## config.mk

```make
export PLATFORM = sky130hd
export DESIGN_NAME = time_scale_counter_leap_second_unit_flat
export DESIGN_NICKNAME = d
export VERILOG_FILES = /design/src/rtl/tscl_pkg.sv /design/src/rtl/tscl_if.sv /design/src/rtl/time_scale_counter_leap_second_unit.sv /design/src/rtl/tscl_in_stage.sv /design/src/rtl/tscl_core.sv /design/src/rtl/tscl_out_buf.sv /design/src/flat_wrapper.sv
export SDC_FILE = /design/constraint.sdc
export NUM_CORES = 1
export LEC_CHECK = 0
export BUFFER_PORTS_ARGS = -buffer_cell sky130_fd_sc_hd__buf_4
export CORE_MARGIN = 3
export CORE_UTILIZATION = 54
export CTS_CLUSTER_SIZE = 30
export DETAILED_ROUTE_END_ITERATION = 6
export PLACE_DENSITY = 0.84
export SYNTH_ARGS = -nofsm -noshare
export SYNTH_HDL_FRONTEND = slang
export SYNTH_SLANG_ARGS = --single-unit
```

## constraint.sdc

```tcl
create_clock -name clock -period 3.4 [get_ports clock]
set_clock_uncertainty 0.05 [all_clocks]
set_input_delay 0.17 -clock clock [delete_from_list [all_inputs] [get_ports clock]]
set_output_delay 0.17 -clock clock [all_outputs]
set_load 0.02 [all_outputs]
```

## src/rtl/tscl_pkg.sv

```systemverilog
// ----------------------------------------------------------------------------
// tscl_pkg: shared types and constants
// Codes, bounds and word types for the time scale counter with leap second.
// ----------------------------------------------------------------------------
`default_nettype none

package tscl_pkg;

   // Upper bounds of the time fields (lower bounds are zero)
   localparam logic [10:0] DAY_MAX      = 11'd1460;
   localparam logic [4:0]  PERIOD_MAX   = 5'd15;
   localparam logic [4:0]  HOUR_MAX     = 5'd23;
   localparam logic [5:0]  MINUTE_MAX   = 6'd59;
   localparam logic [5:0]  SECOND_LIMIT = 6'd60;

   // Last second of a minute: normal, leap add, leap drop
   localparam logic [5:0]  NORMAL_LAST_SECOND = 6'd59;
   localparam logic [5:0]  ADD_LAST_SECOND    = 6'd60;
   localparam logic [5:0]  DROP_LAST_SECOND   = 6'd58;

   // Register reset values
   localparam logic [4:0]  CORR_HOUR_RESET   = 5'd23;
   localparam logic [5:0]  CORR_MINUTE_RESET = 6'd59;

   localparam int unsigned CSR_DATA_WIDTH  = 6;
   localparam int unsigned CSR_INDEX_WIDTH = 2;

   typedef enum logic [1:0] {
      CMD_TICK    = 2'd0,
      CMD_LOAD    = 2'd1,
      CMD_COMPARE = 2'd2
   } command_type;

   typedef enum logic [1:0] {
      MODE_OFF  = 2'd0,
      MODE_ADD  = 2'd1,
      MODE_DROP = 2'd2
   } mode_type;

   typedef enum logic [1:0] {
      ORDER_LESS    = 2'd0,
      ORDER_EQUAL   = 2'd1,
      ORDER_GREATER = 2'd2
   } order_type;

   typedef enum logic [CSR_INDEX_WIDTH-1:0] {
      CSR_MODE   = 2'd0,
      CSR_HOUR   = 2'd1,
      CSR_MINUTE = 2'd2
   } csr_index_type;

   localparam logic STATUS_OK       = 1'b0;
   localparam logic STATUS_REJECTED = 1'b1;

   // Field order matches significance, so a packed compare orders times
   typedef struct packed {
      logic [4:0]  period;
      logic [10:0] day;
      logic [4:0]  hour;
      logic [5:0]  minute;
      logic [5:0]  second;
   } time_type;

   typedef struct packed {
      logic [1:0] command;
      time_type   given;
   } cmd_word_type;

   typedef struct packed {
      logic       status;
      logic [1:0] order;
      time_type   now;
   } rsp_word_type;

   typedef struct packed {
      logic [1:0] mode;
      logic [4:0] hour;
      logic [5:0] minute;
   } corr_cfg_type;

endpackage

`default_nettype wire

```

## src/rtl/tscl_if.sv

```systemverilog
// ----------------------------------------------------------------------------
// tscl_if: valid/ready channels
// Command channel and result channel of the time scale counter.
// ----------------------------------------------------------------------------
`default_nettype none

interface tscl_req_if;
   logic        valid;
   logic        ready;
   logic [1:0]  command;
   logic [4:0]  given_period;
   logic [10:0] given_day;
   logic [4:0]  given_hour;
   logic [5:0]  given_minute;
   logic [5:0]  given_second;

   modport source (
      output valid, command, given_period, given_day, given_hour,
             given_minute, given_second,
      input  ready
   );
   modport sink (
      input  valid, command, given_period, given_day, given_hour,
             given_minute, given_second,
      output ready
   );
endinterface

interface tscl_rsp_if;
   logic        valid;
   logic        ready;
   logic        status;
   logic [1:0]  order;
   logic [4:0]  now_period;
   logic [10:0] now_day;
   logic [4:0]  now_hour;
   logic [5:0]  now_minute;
   logic [5:0]  now_second;

   modport source (
      output valid, status, order, now_period, now_day, now_hour,
             now_minute, now_second,
      input  ready
   );
   modport sink (
      input  valid, status, order, now_period, now_day, now_hour,
             now_minute, now_second,
      output ready
   );
endinterface

`default_nettype wire

```

## src/rtl/time_scale_counter_leap_second_unit.sv

```systemverilog
// ----------------------------------------------------------------------------
// time_scale_counter_leap_second_unit: time of day counter with leap second
// Top level: command channel, correction registers and result channel.
// ----------------------------------------------------------------------------
// Keeps period / day / hour / minute / second and runs one command word per
// clock while the result buffer has room: tick (one second, with a configurable
// leap second in the correction minute), load (stored only if every field is in
// bounds, else status = 1) or compare (order of the given time against the held
// one). Every result word carries the time held after its command. A command
// passes the input register, then the time registers and result buffer update
// together. The time register feeds back through the carry chain. The two-entry
// result buffer lets commands keep flowing while a result waits. The user must
// write correction registers through csr_* only while the unit is idle; the
// unit itself does not enforce this.
// ----------------------------------------------------------------------------
`default_nettype none

module time_scale_counter_leap_second_unit (
   input  wire logic                                   clock,
   input  wire logic                                   reset,
   tscl_req_if.sink                                    req_bus,
   tscl_rsp_if.source                                  rsp_bus,
   input  wire logic                                   csr_write_enable,
   input  wire logic [tscl_pkg::CSR_INDEX_WIDTH-1:0]   csr_index,
   input  wire logic [tscl_pkg::CSR_DATA_WIDTH-1:0]    csr_write_data
);

   tscl_pkg::corr_cfg_type cfg_ff;
   tscl_pkg::cmd_word_type req_word, core_word;
   tscl_pkg::rsp_word_type core_rsp, out_word;
   logic                   word_valid;
   logic                   room;
   logic                   take;

   // correction registers
   always_ff @(posedge clock) begin
      if (reset) begin
         cfg_ff.mode   <= tscl_pkg::MODE_OFF;
         cfg_ff.hour   <= tscl_pkg::CORR_HOUR_RESET;
         cfg_ff.minute <= tscl_pkg::CORR_MINUTE_RESET;
      end else if (csr_write_enable) begin
         case (csr_index)
            tscl_pkg::CSR_MODE:   cfg_ff.mode   <= csr_write_data[1:0];
            tscl_pkg::CSR_HOUR:   cfg_ff.hour   <= csr_write_data[4:0];
            tscl_pkg::CSR_MINUTE: cfg_ff.minute <= csr_write_data[5:0];
            default:              cfg_ff        <= cfg_ff;
         endcase
      end
   end

   always_comb begin
      req_word.command      = req_bus.command;
      req_word.given.period = req_bus.given_period;
      req_word.given.day    = req_bus.given_day;
      req_word.given.hour   = req_bus.given_hour;
      req_word.given.minute = req_bus.given_minute;
      req_word.given.second = req_bus.given_second;
   end

   // core runs a word whenever the result buffer has a free slot
   assign take = word_valid && room;

   tscl_in_stage u_in_stage (
      .clock      (clock),
      .reset      (reset),
      .in_valid   (req_bus.valid),
      .in_ready   (req_bus.ready),
      .in_word    (req_word),
      .word_valid (word_valid),
      .word       (core_word),
      .take       (take)
   );

   tscl_core u_core (
      .clock    (clock),
      .reset    (reset),
      .cfg      (cfg_ff),
      .take     (take),
      .word     (core_word),
      .rsp_word (core_rsp)
   );

   tscl_out_buf u_out_buf (
      .clock     (clock),
      .reset     (reset),
      .push      (take),
      .push_word (core_rsp),
      .room      (room),
      .out_valid (rsp_bus.valid),
      .out_ready (rsp_bus.ready),
      .out_word  (out_word)
   );

   always_comb begin
      rsp_bus.status     = out_word.status;
      rsp_bus.order      = out_word.order;
      rsp_bus.now_period = out_word.now.period;
      rsp_bus.now_day    = out_word.now.day;
      rsp_bus.now_hour   = out_word.now.hour;
      rsp_bus.now_minute = out_word.now.minute;
      rsp_bus.now_second = out_word.now.second;
   end

endmodule

`default_nettype wire

```

## src/rtl/tscl_in_stage.sv

```systemverilog
// ----------------------------------------------------------------------------
// tscl_in_stage: command input register
// Holds one command word until the core takes it.
// ----------------------------------------------------------------------------
`default_nettype none

module tscl_in_stage (
   input  wire logic                   clock,
   input  wire logic                   reset,
   input  wire logic                   in_valid,
   output logic                        in_ready,
   input  wire tscl_pkg::cmd_word_type in_word,
   output logic                        word_valid,
   output tscl_pkg::cmd_word_type      word,
   input  wire logic                   take
);

   logic                   valid_ff, valid_in;
   tscl_pkg::cmd_word_type word_ff;

   assign in_ready   = !valid_ff || take;
   assign word_valid = valid_ff;
   assign word       = word_ff;

   always_comb begin
      valid_in = valid_ff;
      if (in_valid && in_ready) begin
         valid_in = 1'b1;
      end else if (take) begin
         valid_in = 1'b0;
      end
   end

   always_ff @(posedge clock) begin
      if (reset) begin
         valid_ff <= 1'b0;
      end else begin
         valid_ff <= valid_in;
      end
   end

   always_ff @(posedge clock) begin
      if (in_valid && in_ready) begin
         word_ff <= in_word;
      end
   end

endmodule

`default_nettype wire

```

## src/rtl/tscl_core.sv

```systemverilog
// ----------------------------------------------------------------------------
// tscl_core: time registers and command logic
// Tick carry chain with leap second, bounded load and time compare.
// ----------------------------------------------------------------------------
`default_nettype none

module tscl_core (
   input  wire logic                   clock,
   input  wire logic                   reset,
   input  wire tscl_pkg::corr_cfg_type cfg,
   input  wire logic                   take,
   input  wire tscl_pkg::cmd_word_type word,
   output tscl_pkg::rsp_word_type      rsp_word
);

   tscl_pkg::time_type now_ff, now_in, ticked;
   logic [5:0]         last_second;
   logic               in_corr_minute;
   logic               load_ok;
   logic               status;
   logic [1:0]         order;

   // Length of the current minute
   always_comb begin
      in_corr_minute = (now_ff.hour == cfg.hour) && (now_ff.minute == cfg.minute);
      last_second    = tscl_pkg::NORMAL_LAST_SECOND;
      if (in_corr_minute) begin
         case (cfg.mode)
            tscl_pkg::MODE_ADD:  last_second = tscl_pkg::ADD_LAST_SECOND;
            tscl_pkg::MODE_DROP: last_second = tscl_pkg::DROP_LAST_SECOND;
            default:             last_second = tscl_pkg::NORMAL_LAST_SECOND;
         endcase
      end
   end

   // One second carry chain; full wrap clears everything
   always_comb begin
      ticked = now_ff;
      if (now_ff.second < last_second) begin
         ticked.second = now_ff.second + 6'd1;
      end else begin
         ticked.second = '0;
         if (now_ff.minute < tscl_pkg::MINUTE_MAX) begin
            ticked.minute = now_ff.minute + 6'd1;
         end else begin
            ticked.minute = '0;
            if (now_ff.hour < tscl_pkg::HOUR_MAX) begin
               ticked.hour = now_ff.hour + 5'd1;
            end else begin
               ticked.hour = '0;
               if (now_ff.day < tscl_pkg::DAY_MAX) begin
                  ticked.day = now_ff.day + 11'd1;
               end else begin
                  ticked.day = '0;
                  if (now_ff.period < tscl_pkg::PERIOD_MAX) begin
                     ticked.period = now_ff.period + 5'd1;
                  end else begin
                     ticked.period = '0;
                  end
               end
            end
         end
      end
   end

   assign load_ok = (word.given.second <= tscl_pkg::SECOND_LIMIT)
                 && (word.given.minute <= tscl_pkg::MINUTE_MAX)
                 && (word.given.hour   <= tscl_pkg::HOUR_MAX)
                 && (word.given.day    <= tscl_pkg::DAY_MAX)
                 && (word.given.period <= tscl_pkg::PERIOD_MAX);

   always_comb begin
      now_in = now_ff;
      status = tscl_pkg::STATUS_OK;
      order  = tscl_pkg::ORDER_LESS;
      case (word.command)
         tscl_pkg::CMD_TICK: begin
            now_in = ticked;
         end
         tscl_pkg::CMD_LOAD: begin
            if (load_ok) begin
               now_in = word.given;
            end else begin
               status = tscl_pkg::STATUS_REJECTED;
            end
         end
         tscl_pkg::CMD_COMPARE: begin
            // packed fields run most significant first
            if (word.given < now_ff) begin
               order = tscl_pkg::ORDER_LESS;
            end else if (word.given == now_ff) begin
               order = tscl_pkg::ORDER_EQUAL;
            end else begin
               order = tscl_pkg::ORDER_GREATER;
            end
         end
         default: begin
            now_in = now_ff;
         end
      endcase
   end

   always_comb begin
      rsp_word.status = status;
      rsp_word.order  = order;
      rsp_word.now    = now_in;
   end

   always_ff @(posedge clock) begin
      if (reset) begin
         now_ff <= '0;
      end else if (take) begin
         now_ff <= now_in;
      end
   end

endmodule

`default_nettype wire

```

## src/rtl/tscl_out_buf.sv

```systemverilog
// ----------------------------------------------------------------------------
// tscl_out_buf: two-entry result buffer
// Registers result words and decouples the core from output stalls.
// ----------------------------------------------------------------------------
`default_nettype none

module tscl_out_buf (
   input  wire logic                   clock,
   input  wire logic                   reset,
   input  wire logic                   push,
   input  wire tscl_pkg::rsp_word_type push_word,
   output logic                        room,
   output logic                        out_valid,
   input  wire logic                   out_ready,
   output tscl_pkg::rsp_word_type      out_word
);

   tscl_pkg::rsp_word_type entry_ff [2];
   logic                   wr_ptr_ff, wr_ptr_in;
   logic                   rd_ptr_ff, rd_ptr_in;
   logic [1:0]             count_ff, count_in;
   logic                   pop;

   assign room      = (count_ff != 2'd2);
   assign out_valid = (count_ff != 2'd0);
   assign out_word  = entry_ff[rd_ptr_ff];
   assign pop       = out_valid && out_ready;

   always_comb begin
      wr_ptr_in = push ? !wr_ptr_ff : wr_ptr_ff;
      rd_ptr_in = pop  ? !rd_ptr_ff : rd_ptr_ff;
      count_in  = count_ff;
      if (push && !pop) begin
         count_in = count_ff + 2'd1;
      end else if (pop && !push) begin
         count_in = count_ff - 2'd1;
      end
   end

   always_ff @(posedge clock) begin
      if (reset) begin
         wr_ptr_ff <= 1'b0;
         rd_ptr_ff <= 1'b0;
         count_ff  <= 2'd0;
      end else begin
         wr_ptr_ff <= wr_ptr_in;
         rd_ptr_ff <= rd_ptr_in;
         count_ff  <= count_in;
      end
   end

   always_ff @(posedge clock) begin
      if (push) begin
         entry_ff[wr_ptr_ff] <= push_word;
      end
   end

endmodule

`default_nettype wire
```

## src/flat_wrapper.sv

```systemverilog
// flat-port wrapper written by rule: the top's interface ports become plain ports
module time_scale_counter_leap_second_unit_flat 
  (clock, reset, csr_write_enable, csr_index, csr_write_data, req_bus_valid, req_bus_command, req_bus_given_period, req_bus_given_day, req_bus_given_hour, req_bus_given_minute, req_bus_given_second, req_bus_ready, rsp_bus_valid, rsp_bus_status, rsp_bus_order, rsp_bus_now_period, rsp_bus_now_day, rsp_bus_now_hour, rsp_bus_now_minute, rsp_bus_now_second, rsp_bus_ready);
  tscl_req_if req_bus_i ();
  tscl_rsp_if rsp_bus_i ();
  input  wire logic clock;
  input  wire logic reset;
  input  wire logic csr_write_enable;
  input  wire logic [tscl_pkg::CSR_INDEX_WIDTH-1:0] csr_index;
  input  wire logic [tscl_pkg::CSR_DATA_WIDTH-1:0] csr_write_data;
  input wire logic [$bits(req_bus_i.valid)-1:0] req_bus_valid;
  input wire logic [$bits(req_bus_i.command)-1:0] req_bus_command;
  input wire logic [$bits(req_bus_i.given_period)-1:0] req_bus_given_period;
  input wire logic [$bits(req_bus_i.given_day)-1:0] req_bus_given_day;
  input wire logic [$bits(req_bus_i.given_hour)-1:0] req_bus_given_hour;
  input wire logic [$bits(req_bus_i.given_minute)-1:0] req_bus_given_minute;
  input wire logic [$bits(req_bus_i.given_second)-1:0] req_bus_given_second;
  output wire logic [$bits(req_bus_i.ready)-1:0] req_bus_ready;
  output wire logic [$bits(rsp_bus_i.valid)-1:0] rsp_bus_valid;
  output wire logic [$bits(rsp_bus_i.status)-1:0] rsp_bus_status;
  output wire logic [$bits(rsp_bus_i.order)-1:0] rsp_bus_order;
  output wire logic [$bits(rsp_bus_i.now_period)-1:0] rsp_bus_now_period;
  output wire logic [$bits(rsp_bus_i.now_day)-1:0] rsp_bus_now_day;
  output wire logic [$bits(rsp_bus_i.now_hour)-1:0] rsp_bus_now_hour;
  output wire logic [$bits(rsp_bus_i.now_minute)-1:0] rsp_bus_now_minute;
  output wire logic [$bits(rsp_bus_i.now_second)-1:0] rsp_bus_now_second;
  input wire logic [$bits(rsp_bus_i.ready)-1:0] rsp_bus_ready;
  assign req_bus_i.valid = req_bus_valid;
  assign req_bus_i.command = req_bus_command;
  assign req_bus_i.given_period = req_bus_given_period;
  assign req_bus_i.given_day = req_bus_given_day;
  assign req_bus_i.given_hour = req_bus_given_hour;
  assign req_bus_i.given_minute = req_bus_given_minute;
  assign req_bus_i.given_second = req_bus_given_second;
  assign req_bus_ready = req_bus_i.ready;
  assign rsp_bus_valid = rsp_bus_i.valid;
  assign rsp_bus_status = rsp_bus_i.status;
  assign rsp_bus_order = rsp_bus_i.order;
  assign rsp_bus_now_period = rsp_bus_i.now_period;
  assign rsp_bus_now_day = rsp_bus_i.now_day;
  assign rsp_bus_now_hour = rsp_bus_i.now_hour;
  assign rsp_bus_now_minute = rsp_bus_i.now_minute;
  assign rsp_bus_now_second = rsp_bus_i.now_second;
  assign rsp_bus_i.ready = rsp_bus_ready;
  time_scale_counter_leap_second_unit u_core (.clock(clock), .reset(reset), .req_bus(req_bus_i), .rsp_bus(rsp_bus_i), .csr_write_enable(csr_write_enable), .csr_index(csr_index), .csr_write_data(csr_write_data));
endmodule
```

==> impl_metrics.csv, run 1 <==
group,metric,value,unit
synthesis,synthArstFlopShare,0,%
final_layout,finalInstanceArea,10550,um^2
critical_path,critPathSlowestCell,"a2111oi_0",
synthesis,synthFlopType,"edfxtp_1",
clock_network,root_buffer,"clkbuf_16",
critical_path,critPathLaunchType,"register",
sta,whs,0.07026,ns
run,max_cap_violations,0,
sta,tightest_slew,0.6707,ns
floorplan,die_h,131.2,um
critical_path,crit_fanout,8,
synthesis,syn_area,8468,um^2
route,dr.pass1.iters,7,
synthesis,syn_nets,864,
floorplan,boundaryPins,86,
hold_path,min_from,"rsp_bus_ready",
critical_path,worstPathRequired,3.64,ns
floorplan,initial_utilization,55.50,%
clock_network,clk_pin_slew,0.07,ns
clock_network,cts_buffers,17,
placed_design,routabilityCongestion,0.9504,
synthesis,ys_warn_count,0,
route,drc,0,
final_layout,final_layout_size_suffix_gt1_share,24.12,%
clock_network,cts.sinks,159,
sta,drv_slew,0,
global_route,grt_pass1_wl,35.62,mm
power_and_ir_drop,peakVddDrop,0.3364,mV
global_route,antenna_found_initial,0,
final_layout,nets,1011,
synthesis,synth_top_cell_by_area,"edfxtp_1",
sta,fmax,301.1,MHz
synthesis,synth_edf_count,107,
route,drt_wl_total,22.76,mm
placed_design,place_area,9459,um^2
clock_network,cts.path.max_buffers,2,
sta,hold_viol,0,
route,drtIter0Drc,1026,
synthesis,ys_types,81,
power_and_ir_drop,p_per_area,554.3,nW/um^2
critical_path,path_delay_family,"compound AO/OA/AOI/OAI gates",
floorplan,chipWidth,131.2,um
critical_path,worstPathArrival,3.56,ns
final_layout,fin_util,69.13,%
global_route,grt_pass1_vias,6649,
global_route,overflow,0,
clock_network,insertion_delay,0.43,ns
power_and_ir_drop,p_leak,4.029,nW
route,vias,7083,
synthesis,synth_area_leaders,"edfxtp_1, dfxtp_1, ha_1",
placed_design,dpl.hpwl,15.23,mm
route,viasPerCell,6.191,
route,wl_per_cell,19.89,um
clock_network,htreeDepth,4,
floorplan,core,15260,um^2
placed_design,io_buffers,85,
global_route,grtUsageTotal,25.93,%
synthesis,synth-seq-cells,159,
synthesis,synth-seq-area-share,50.24,%
run_status,status,"finished, final reports clean",
final_layout,regArea,4257,um^2
synthesis,syn_avg_cell_area,10.95,um^2
final_layout,multiInputGateArea,3906,um^2
final_layout,fillerInstances,1060,
global_route,grt_max_degree,37,
sta,fin_crit_sh,97.67,%
clock_network,tritoncts,"yes",
critical_path,worst_setup_path_end_kind,"register",
critical_path,path_buf_inv,0,
hold_path,hold_class,"input port to register",
sta,period_needed,3.321,ns
synthesis,yosysTopAreaCellShare,37.94,%
final_layout,n_antenna_cell,0,
floorplan,rows,45,
critical_path,r2r_start,"u_core.u_core.now_ff[13]",
critical_path,crit_start,"u_core.u_core.now_ff[13]",
floorplan,die_area,17220,um^2
sta,tns,0,ns
synthesis,synthCells,773,
critical_path,cpPeakStageDelay,0.57,ns
final_layout,area_growth,24.57,%
critical_path,crit_chain,"xor2_1, nor3_1, and3_1, nand2_1, ha_1, o21ai_1, a211oi_2, nand4_4, a21oi_4, o21ai_1, a2111oi_0, nor3_1",
sta,setup-violations-final,0,
sta,relSlewSlack,55.29,%
critical_path,crit_type,"register to register",
route,ant_nets,0,
==> stage by stage <==
stage | worst slack [ns] | std cells | power [mW]
2_1_floorplan | 0.1727 | 773 | 3.330
3_3_place_gp | 0.06979 | 1065 | 3.843
3_5_place_dp | 0.004080 | 1065 | 3.871
4_1_cts | 0.01805 | 1139 | 5.839
5_1_grt | -0.08788 | 1144 | 6.091
6_report | 0.07910 | 1144 | 5.847
==> synthesized netlist by cell type, drive strengths merged (10+ instances only) <==
master,instances
a21oi,48
edfxtp,107
and3,10
xnor2,11
inv,49
clkbuf,20
mux2i,13
nand4,15
o21ai,55
ha,43
a22oi,13
nand3,24
nor3,22
nand2,45
a21o,15
nor2,34
a31oi,13
buf,16
dfxtp,52
mux2,40
xor2,14
==> flip-flops by register name, indices dropped and copies added, names as in the netlist, named ones only <==
name / cells
u_core.u_out_buf.entry_ff: 72
u_core.u_in_stage.word: 35
u_core.u_core.now_ff: 33
u_core.cfg_ff: 13
u_core.u_out_buf.count_ff: 2
u_core.u_in_stage.word_valid: 1
u_core.u_out_buf.rd_ptr_ff: 1
u_core.u_out_buf.wr_ptr_ff: 1
==> path summary, 6_finish.rpt <==
check	end	slack, ns	depth (start not counted)
setup / recovery	u_core.u_core.now_ff[17]	0.08	12
hold / removal	register	0.07	4
setup reg to reg	u_core.u_core.now_ff[17]	0.08	12
hold reg to reg	u_core.cfg_ff[6]	0.46	2
==> per-layer routing <==
layer	vias to the layer above	share of wire [%]	GRT usage, %
li1	3248	-	-
met1	3319	41	36.78
met2	457	45	38.42
met3	59	12	7.159
met4	0	3.0	9.160
met5	-	0	0
==> layout make-up <==
cell class,instances,share of cell area [%]
Clock buffer,17,4.033
Clock inverter,15,1.696
Inverter,49,1.744
Multi-Input combinational cell,531,37.03
Sequential cell,159,40.35
Tap cell,211,2.503
Timing Repair Buffer,162,12.64
==> worst min-delay path: stages <==
cell and delay (ns):
buf_4 0.11, nand2_1 0.08, xor2_1 0.08, nor2_1 0.07
==> what timing repair did <==
item                       in CTS  in global routing
cloned                          0                  2
setup endpoints to repair       6                 69
hold endpoints to repair       49                  0
pin swaps                       0                  8
hold buffers                   42                  0
resized for setup               2                 11
setup buffers                   0                  3
==> cell usage in the layout, fill, tap and decap left out, drive strengths merged, types with 14 or more instances in the layout <==
cell           n
buf          120
edfxtp       107
inv           55
o21ai         55
dfxtp         52
a21oi         49
nand2         45
ha            43
dlygate4sd3   42
mux2          40
nor2          34
nand3         24
nor3          22
clkbuf        17
a21o          15
nand4         15
xor2          14
==> power breakdown <==
group	switching (mW)	internal, mW
clock	0.832	1.11
combinational	0.853	0.649
sequential	0.123	2.28
total	1.81	4.04
==> cells by family (layout without fill, tap and decap cells) <==
family	Yosys count	in the layout	share of synthesized area, %
adder cells (fa/ha/maj)	44	44	6.472
buffers and inverters	85	243	4.196
AO/OA/AOI/OAI	216	217	17.15
AND/OR/NAND/NOR	191	192	12.50
flip-flops	159	159	50.24
multiplexers	53	53	6.856
XOR/XNOR	25	25	2.586
Note: power is estimated with default switching activity, not from simulation.
==> run 2: changes to the inputs <==
ABC_AREA = 1   (was not set)
==> run 2 against run 1 <==
Clock-buffer cell count unchanged. Utilization decreased by 1.4 points. Final cell count rose by 25%. Global-route usage increased by 0.29 points. Via count up 16%. Highest routed layer unchanged. Largest cell class unchanged. Die area increased by 6.9%. Register-to-register slack better by 0.15 ns. Combinational power is 29% higher. Non-clock buffer count decreased by 17.
==> impl_metrics.csv, run 2 <==
group,metric,value,unit
route,met2_length,10.23,mm
clock_network,cts_buffers,17,
final_layout,n_antenna_cell,0,
power_and_ir_drop,peakVddDrop,0.4236,mV
floorplan,core,16170,um^2
floorplan,chipWidth,135.7,um
synthesis,yosysTopAreaCellShare,35.39,%
synthesis,netlist_top_cells_count,"nand2_1, inv_1, edfxtp_1, nand3_1, o21ai_0",
power_and_ir_drop,p_comb_share,30.0,%
synthesis,synthFlopType,"edfxtp_1",
power_and_ir_drop,p_leak,4.772,nW
power_and_ir_drop,p_per_area,589.4,nW/um^2
critical_path,crit_type,"register to register",
run,max_cap_violations,0,
final_layout,nets,1288,
route,top_layer_used,"met4",
clock_network,insertion_delay,0.44,ns
clock_network,htreeDepth,4,
clock_network,clk_pin_slew,0.07,ns
run_status,status,"finished, final reports clean",
route,wl_per_cell,16.71,um
synthesis,synth_fa_ha_area_share,5.925,%
synthesis,synth_area_leaders,"edfxtp_1, dfxtp_1, nand2_1",
sta,fmax,315.5,MHz
global_route,grt_pass1_wl,37.78,mm
sta,setup-violations-final,0,
synthesis,synthCells,1082,
final_layout,final_layout_size_suffix_gt1_share,16.03,%
route,drt-met1-wl,9.984,mm
final_layout,final_cell_mix,"nand2_1, inv_1, edfxtp_1, buf_4, nand3_1",
final_layout,area_growth,20.59,%
final_layout,largest-register,"u_core.u_out_buf.entry_ff",
sta,tightest_slew,1.011,ns
synthesis,yosysMostFrequentCell,"nand2_1",
floorplan,initial_utilization,56.14,%
global_route,overflow,0,
global_route,grt_max_degree,41,
synthesis,ys_types,41,
placed_design,place_area,9927,um^2
sta,hold_viol,0,
clock_network,cts.path.max_buffers,2,
placed_design,routabilityCongestion,1.008,
power_and_ir_drop,p_sw,2.228,mW
critical_path,critPathLaunchType,"register",
clock_network,cts_resized,0,
synthesis,syn_nets,1173,
synthesis,synth_compound_area_share,11.38,%
synthesis,synth.area.mux_share,4.465,%
critical_path,worstPathArrival,3.51,ns
sta,relSlewSlack,32.06,%
synthesis,synth-seq-area-share,46.85,%
clock_network,cts.sinks,159,
critical_path,critPathSlowestCell,"o21ai_0",
synthesis,synthXorXnorAreaFrac,1.640,%
placed_design,io_buffers,85,
route,vias,8215,
power_and_ir_drop,seqPwrFrac,39.7,%
critical_path,crit_chain,"inv_1, nand2_1, nand2_1, nor2_1, nand2_1, nor2_2, nand3_1, ha_1, and2_1, nand2_4, nand2_4, o21ai_0, o21ai_0, inv_1",
critical_path,worstPathRequired,3.74,ns
critical_path,worst_path_most_repeated_cell,"nand2_1",
route,dr.pass1.iters,6,
synthesis,synthArstFlopShare,0,%
final_layout,largestRegisters,"u_core.u_out_buf.entry_ff x72, u_core.u_in_stage.word x35, u_core.u_core.now_ff x33",
power_and_ir_drop,internal_power,4.226,mW
floorplan,die_area,18410,um^2
sta,period_needed,3.170,ns
critical_path,crit_fanout,29,
route,drtIter0Drc,954,
final_layout,finalInstanceArea,10950,um^2
route,viasPerCell,5.761,
route,drc,0,
hold_path,hold_class,"input port to register",
synthesis,synth_edf_count,107,
clock_network,root_buffer,"clkbuf_16",
synthesis,syn_area,9080,um^2
synthesis,synth-simple-area-share,22.39,%
clock_network,cts_hold_buf,42,
synthesis,synth_top_cell_by_area,"edfxtp_1",
synthesis,synth_top_family_by_area,"simple AND/OR/NAND/NOR gates",
power_and_ir_drop,p_clk_share,30.3,%
sta,drv_slew,0,
placed_design,dpl.hpwl,16.13,mm
synthesis,ys_warn_count,0,
sta,fin_crit_sh,93.24,%
critical_path,worst_setup_path_end_kind,"register",
sta,rsz0062_at_grt,"false",
sta,tns,0,ns
route,dr_wl_met3,3.096,mm
final_layout,final_common_cell,"nand2_1",
route,drt_wl_total,23.83,mm
global_route,antenna_found_initial,0,
global_route,grt_pass1_vias,7523,
clock_network,tritoncts,"yes",
route,ant_nets,0,
global_route,grtUsageTotal,26.21,%
final_layout,largest_reg_flops,72,
synthesis,synth-seq-cells,159,
floorplan,boundaryPins,86,
synthesis,syn_avg_cell_area,8.392,um^2
power_and_ir_drop,power.share.switching,34.53,%
floorplan,rows,46,
floorplan,die_h,135.7,um
critical_path,cpPeakStageDelay,0.54,ns
clock_network,post_cts_buffers,0,
==> run 2: layout make-up <==
cell class	instances	area [um^2]
sequential	159	4254
clock buffer	17	425.4
fill	1230	5224
inverter	119	446.7
multi-input combinational	755	4183
timing repair buffer	145	1194
clock inverter	15	176.4
tap	216	270.3
==> run 2: per-layer routing <==
metal,up-vias,GRT usage [%]
met1,3657,36.70
met5,-,0
met3,60,8.470
met4,0,8.679
met2,558,38.69
li1,3940,-
==> run 2: cell families (layout without fill, tap and decap cells) <==
kind of cell    count (synthesis)  in the layout
buf+inv                       168            296
fa+ha+maj                      43             43
xor+xnor                       17             17
flops                         159            159
mux                            36             36
simple gates                  466            466
compound gates                193            193
==> run 2: power groups by stage <==
stage	clock network [mW]	logic, mW	registers [mW]
after floorplan	0	1.30	2.51
after global placement	0	1.81	2.58
after detailed placement	0	1.85	2.59
after CTS	1.97	1.91	2.55
after global routing	2.05	2.12	2.58
final	1.96	1.93	2.56
==> run 2: path summary, 6_finish.rpt <==
path	start	to	slack (ns)	cells past startpoint
worst max-delay path	u_core.u_core.now_ff[12]	u_core.u_core.now_ff[1]	0.23	14
worst min-delay path	csr_index[1]	u_core.cfg_ff[12]	0.02	4
worst max register to register	u_core.u_core.now_ff[12]	u_core.u_core.now_ff[1]	0.23	14
worst min register to register	u_core.cfg_ff[8]	u_core.cfg_ff[8]	0.44	2
==> run 2: worst max-delay path, delay by kind of cell (launching register included) <==
family | cells | cell delay, ns
AOI/OAI and AO/OA | 2 | 0.70
adders and majority gates | 1 | 0.27
buffers and inverters | 2 | 0.27
DFF | 1 | 0.46
and+or+nand+nor | 9 | 1.37
==> run 2: through the flow <==
stage          utilization [%]  power [mW]  instances  hold slack [ns]  worst slack (ns)
6_report                 67.70       6.454       1426          0.01680            0.2300
3_3_place_gp             61.38       4.388       1352           0.2989            0.4189
4_1_cts                  67.70       6.425       1426          0.01061            0.3536
2_1_floorplan                -       3.814       1082           0.2189            0.5300
5_1_grt                  67.70       6.756       1426          0.04660           0.03011
3_5_place_dp             61.38       4.444       1352           0.2993            0.3841
==> run 3: changes to the inputs <==
CAP_MARGIN = 5   (was not set)
CORE_ASPECT_RATIO = 0.8   (was not set)
RECOVER_POWER = 25   (was not set)
==> run 3 against run 2 <==
The run now ends with design-rule violations, max-capacitance violations, max-slew violations left. Final area shrank 0.55%. Worst hold slack lost 0.0027 ns. Clock power shrank 4%. Setup slack gained 0.15 ns. First-iteration DRC count grew 34%. Critical path depth grew 1. Fmax grew 4.9%. Non-clock buffer count shrank 2. Routed wire length grew 10%. Utilization shrank 0.099 points. Via count grew 2.3%. Flip-flop and latch count is the same. Critical path type unchanged. Largest power group unchanged.
==> impl_metrics.csv, run 3 (synthesized netlist as in run 2, its figures left out) <==
group,metric,value,unit
floorplan,initial_utilization,56.37,%
route,drt_wl_total,26.23,mm
floorplan,boundaryPins,86,
final_layout,largest-register,"u_core.u_out_buf.entry_ff",
placed_design,dpl.hpwl,17.68,mm
clock_network,clk_pin_slew,0.07,ns
power_and_ir_drop,p_leak,4.731,nW
final_layout,final_common_cell,"nand2_1",
sta,rsz0062_at_grt,"false",
final_layout,fillerInstances,1266,
power_and_ir_drop,p_sw,2.299,mW
critical_path,r2r_start,"u_core.u_core.now_ff[12]",
route,ant_nets,0,
clock_network,tritoncts,"yes",
final_layout,finalInstanceArea,10890,um^2
placed_design,io_buffers,85,
final_layout,area_growth,19.93,%
sta,relSlewSlack,-29.94,%
sta,hold_viol,0,
final_layout,regArea,4254,um^2
clock_network,cts_hold_buf,41,
placed_design,place_ws,0.5410,ns
final_layout,fin_util,67.60,%
global_route,antenna_found_initial,1,
sta,tightest_slew,1.949,ns
power_and_ir_drop,seqPwrFrac,40.0,%
run_status,status,"complete, but fails checks",
final_layout,final_layout_size_suffix_gt1_share,15.48,%
run_status,failed_checks,"design-rule violations, max-capacitance violations, max-slew violations",
sta,fin_ws,0.3777,ns
power_and_ir_drop,p_clk_share,29.2,%
floorplan,die_h,122.0,um
hold_path,hold_path_end,"u_core.cfg_ff[12]",
clock_network,root_buffer,"clkbuf_16",
hold_path,hold_class,"input port to register",
sta,tns,0,ns
final_layout,final_cell_mix,"nand2_1, inv_1, edfxtp_1, nand3_1, o21ai_0",
placed_design,place_area,9918,um^2
critical_path,crit_type,"register to register",
route,dr.pass1.iters,7,
sta,setup-violations-final,0,
floorplan,rows,41,
route,drc,1,
global_route,grtUsageTotal,28.55,%
placed_design,routabilityCongestion,1.009,
sta,drv_slew,72,
floorplan,core,16110,um^2
clock_network,cts.sinks,159,
floorplan,die_area,18420,um^2
power_and_ir_drop,peakVddDrop,0.4302,mV
final_layout,n_antenna_cell,0,
sta,fmax,330.9,MHz
power_and_ir_drop,p_comb_share,30.8,%
hold_path,min_from,"csr_index[0]",
power_and_ir_drop,p_per_area,591.5,nW/um^2
global_route,grt_pass1_wl,40.50,mm
clock_network,htreeDepth,4,
sta,whs,0.01407,ns
route,wl_per_cell,18.43,um
critical_path,rr_endpoint,"u_core.u_core.now_ff[3]",
final_layout,largest_reg_flops,72,
critical_path,reg2reg_depth,15,
power_and_ir_drop,internal_power,4.142,mW
final_layout,nets,1286,
clock_network,insertion_delay,0.43,ns
route,drtIter0Drc,1277,
clock_network,cts_buffers,17,
clock_network,cts_resized,0,
critical_path,worstPathArrival,3.36,ns
final_layout,largestRegisters,"u_core.u_out_buf.entry_ff x72, u_core.u_in_stage.word x35, u_core.u_core.now_ff x33",
global_route,overflow,0,
sta,fin_crit_sh,88.89,%
sta,period_needed,3.022,ns
clock_network,cts.path.max_buffers,2,
global_route,grt_max_degree,37,
critical_path,critPathLaunchType,"register",
route,vias,8404,
hold_path,hold_path_depth,4,
global_route,grt_pass1_vias,7534,
critical_path,crit_fanout,27,
critical_path,r2r_slack,0.38,ns
final_layout,multiInputGateArea,4183,um^2
power_and_ir_drop,power.share.switching,35.69,%
run,max_cap_violations,2,
clock_network,post_cts_buffers,0,
floorplan,chipWidth,151.0,um
route,viasPerCell,5.906,
critical_path,worstPathRequired,3.73,ns
critical_path,worst_setup_path_end_kind,"register",
## run 3: area by class of cell
| type | instances | area share (%) |
|---|---|---|
| clock inverter | 15 | 1.379 |
| inverter | 119 | 4.102 |
| tap | 215 | 2.470 |
| clock buffer | 17 | 3.907 |
| sequential | 159 | 39.07 |
| multi-input combinational | 755 | 38.41 |
| timing repair buffer | 143 | 10.66 |
## run 3: power groups by stage
stage / combinational, mW / sequential, mW / clock, mW
final: 1.98 / 2.57 / 1.88
after floorplan: 1.30 / 2.51 / 0
after CTS: 1.95 / 2.56 / 1.90
after global routing: 2.16 / 2.59 / 1.98
after detailed placement: 1.89 / 2.60 / 0
after global placement: 1.85 / 2.58 / 0
## run 3: per-layer routing
metal	track usage [%]	vias to the layer above	wire length, um
met3	8.665	65	3681
li1	-	3922	-
met1	43.23	3822	11180
met4	6.852	2	498
met2	40.06	593	10860
met5	0	-	11
## run 3: stage by stage
| step | instances | total power [mW] |
|---|---|---|
| after global placement | 1350 | 4.435 |
| after floorplan | 1082 | 3.814 |
| after global routing | 1423 | 6.730 |
| after detailed placement | 1350 | 4.491 |
| after CTS | 1423 | 6.403 |
| final | 1423 | 6.441 |
## run 3: worst max-delay path by stage
stage / start / to
floorplan: u_core.u_out_buf.count_ff[0] / u_core.u_out_buf.entry_ff[1][0]
global placement: u_core.u_core.now_ff[9] / u_core.u_out_buf.entry_ff[0][3]
detailed placement: u_core.u_core.now_ff[12] / u_core.u_core.now_ff[3]
CTS: u_core.u_core.now_ff[12] / u_core.u_out_buf.entry_ff[0][3]
global route: u_core.u_core.now_ff[12] / u_core.u_core.now_ff[3]
finish: u_core.u_core.now_ff[12] / u_core.u_core.now_ff[3]
## run 3: worst max-delay path, stage by stage (launching register included)
cell and delay (ns):
dfxtp_1 0.45, inv_1 0.19, nand2_1 0.10, nand2_1 0.05
nor2_1 0.11, nand2_1 0.08, nor2_2 0.11, and3_1 0.17
ha_1 0.22, nand2_1 0.08, nand2_2 0.07, nand2_4 0.27
nand3_1 0.28, o21ai_0 0.51, o21ai_0 0.15, inv_1 0.07
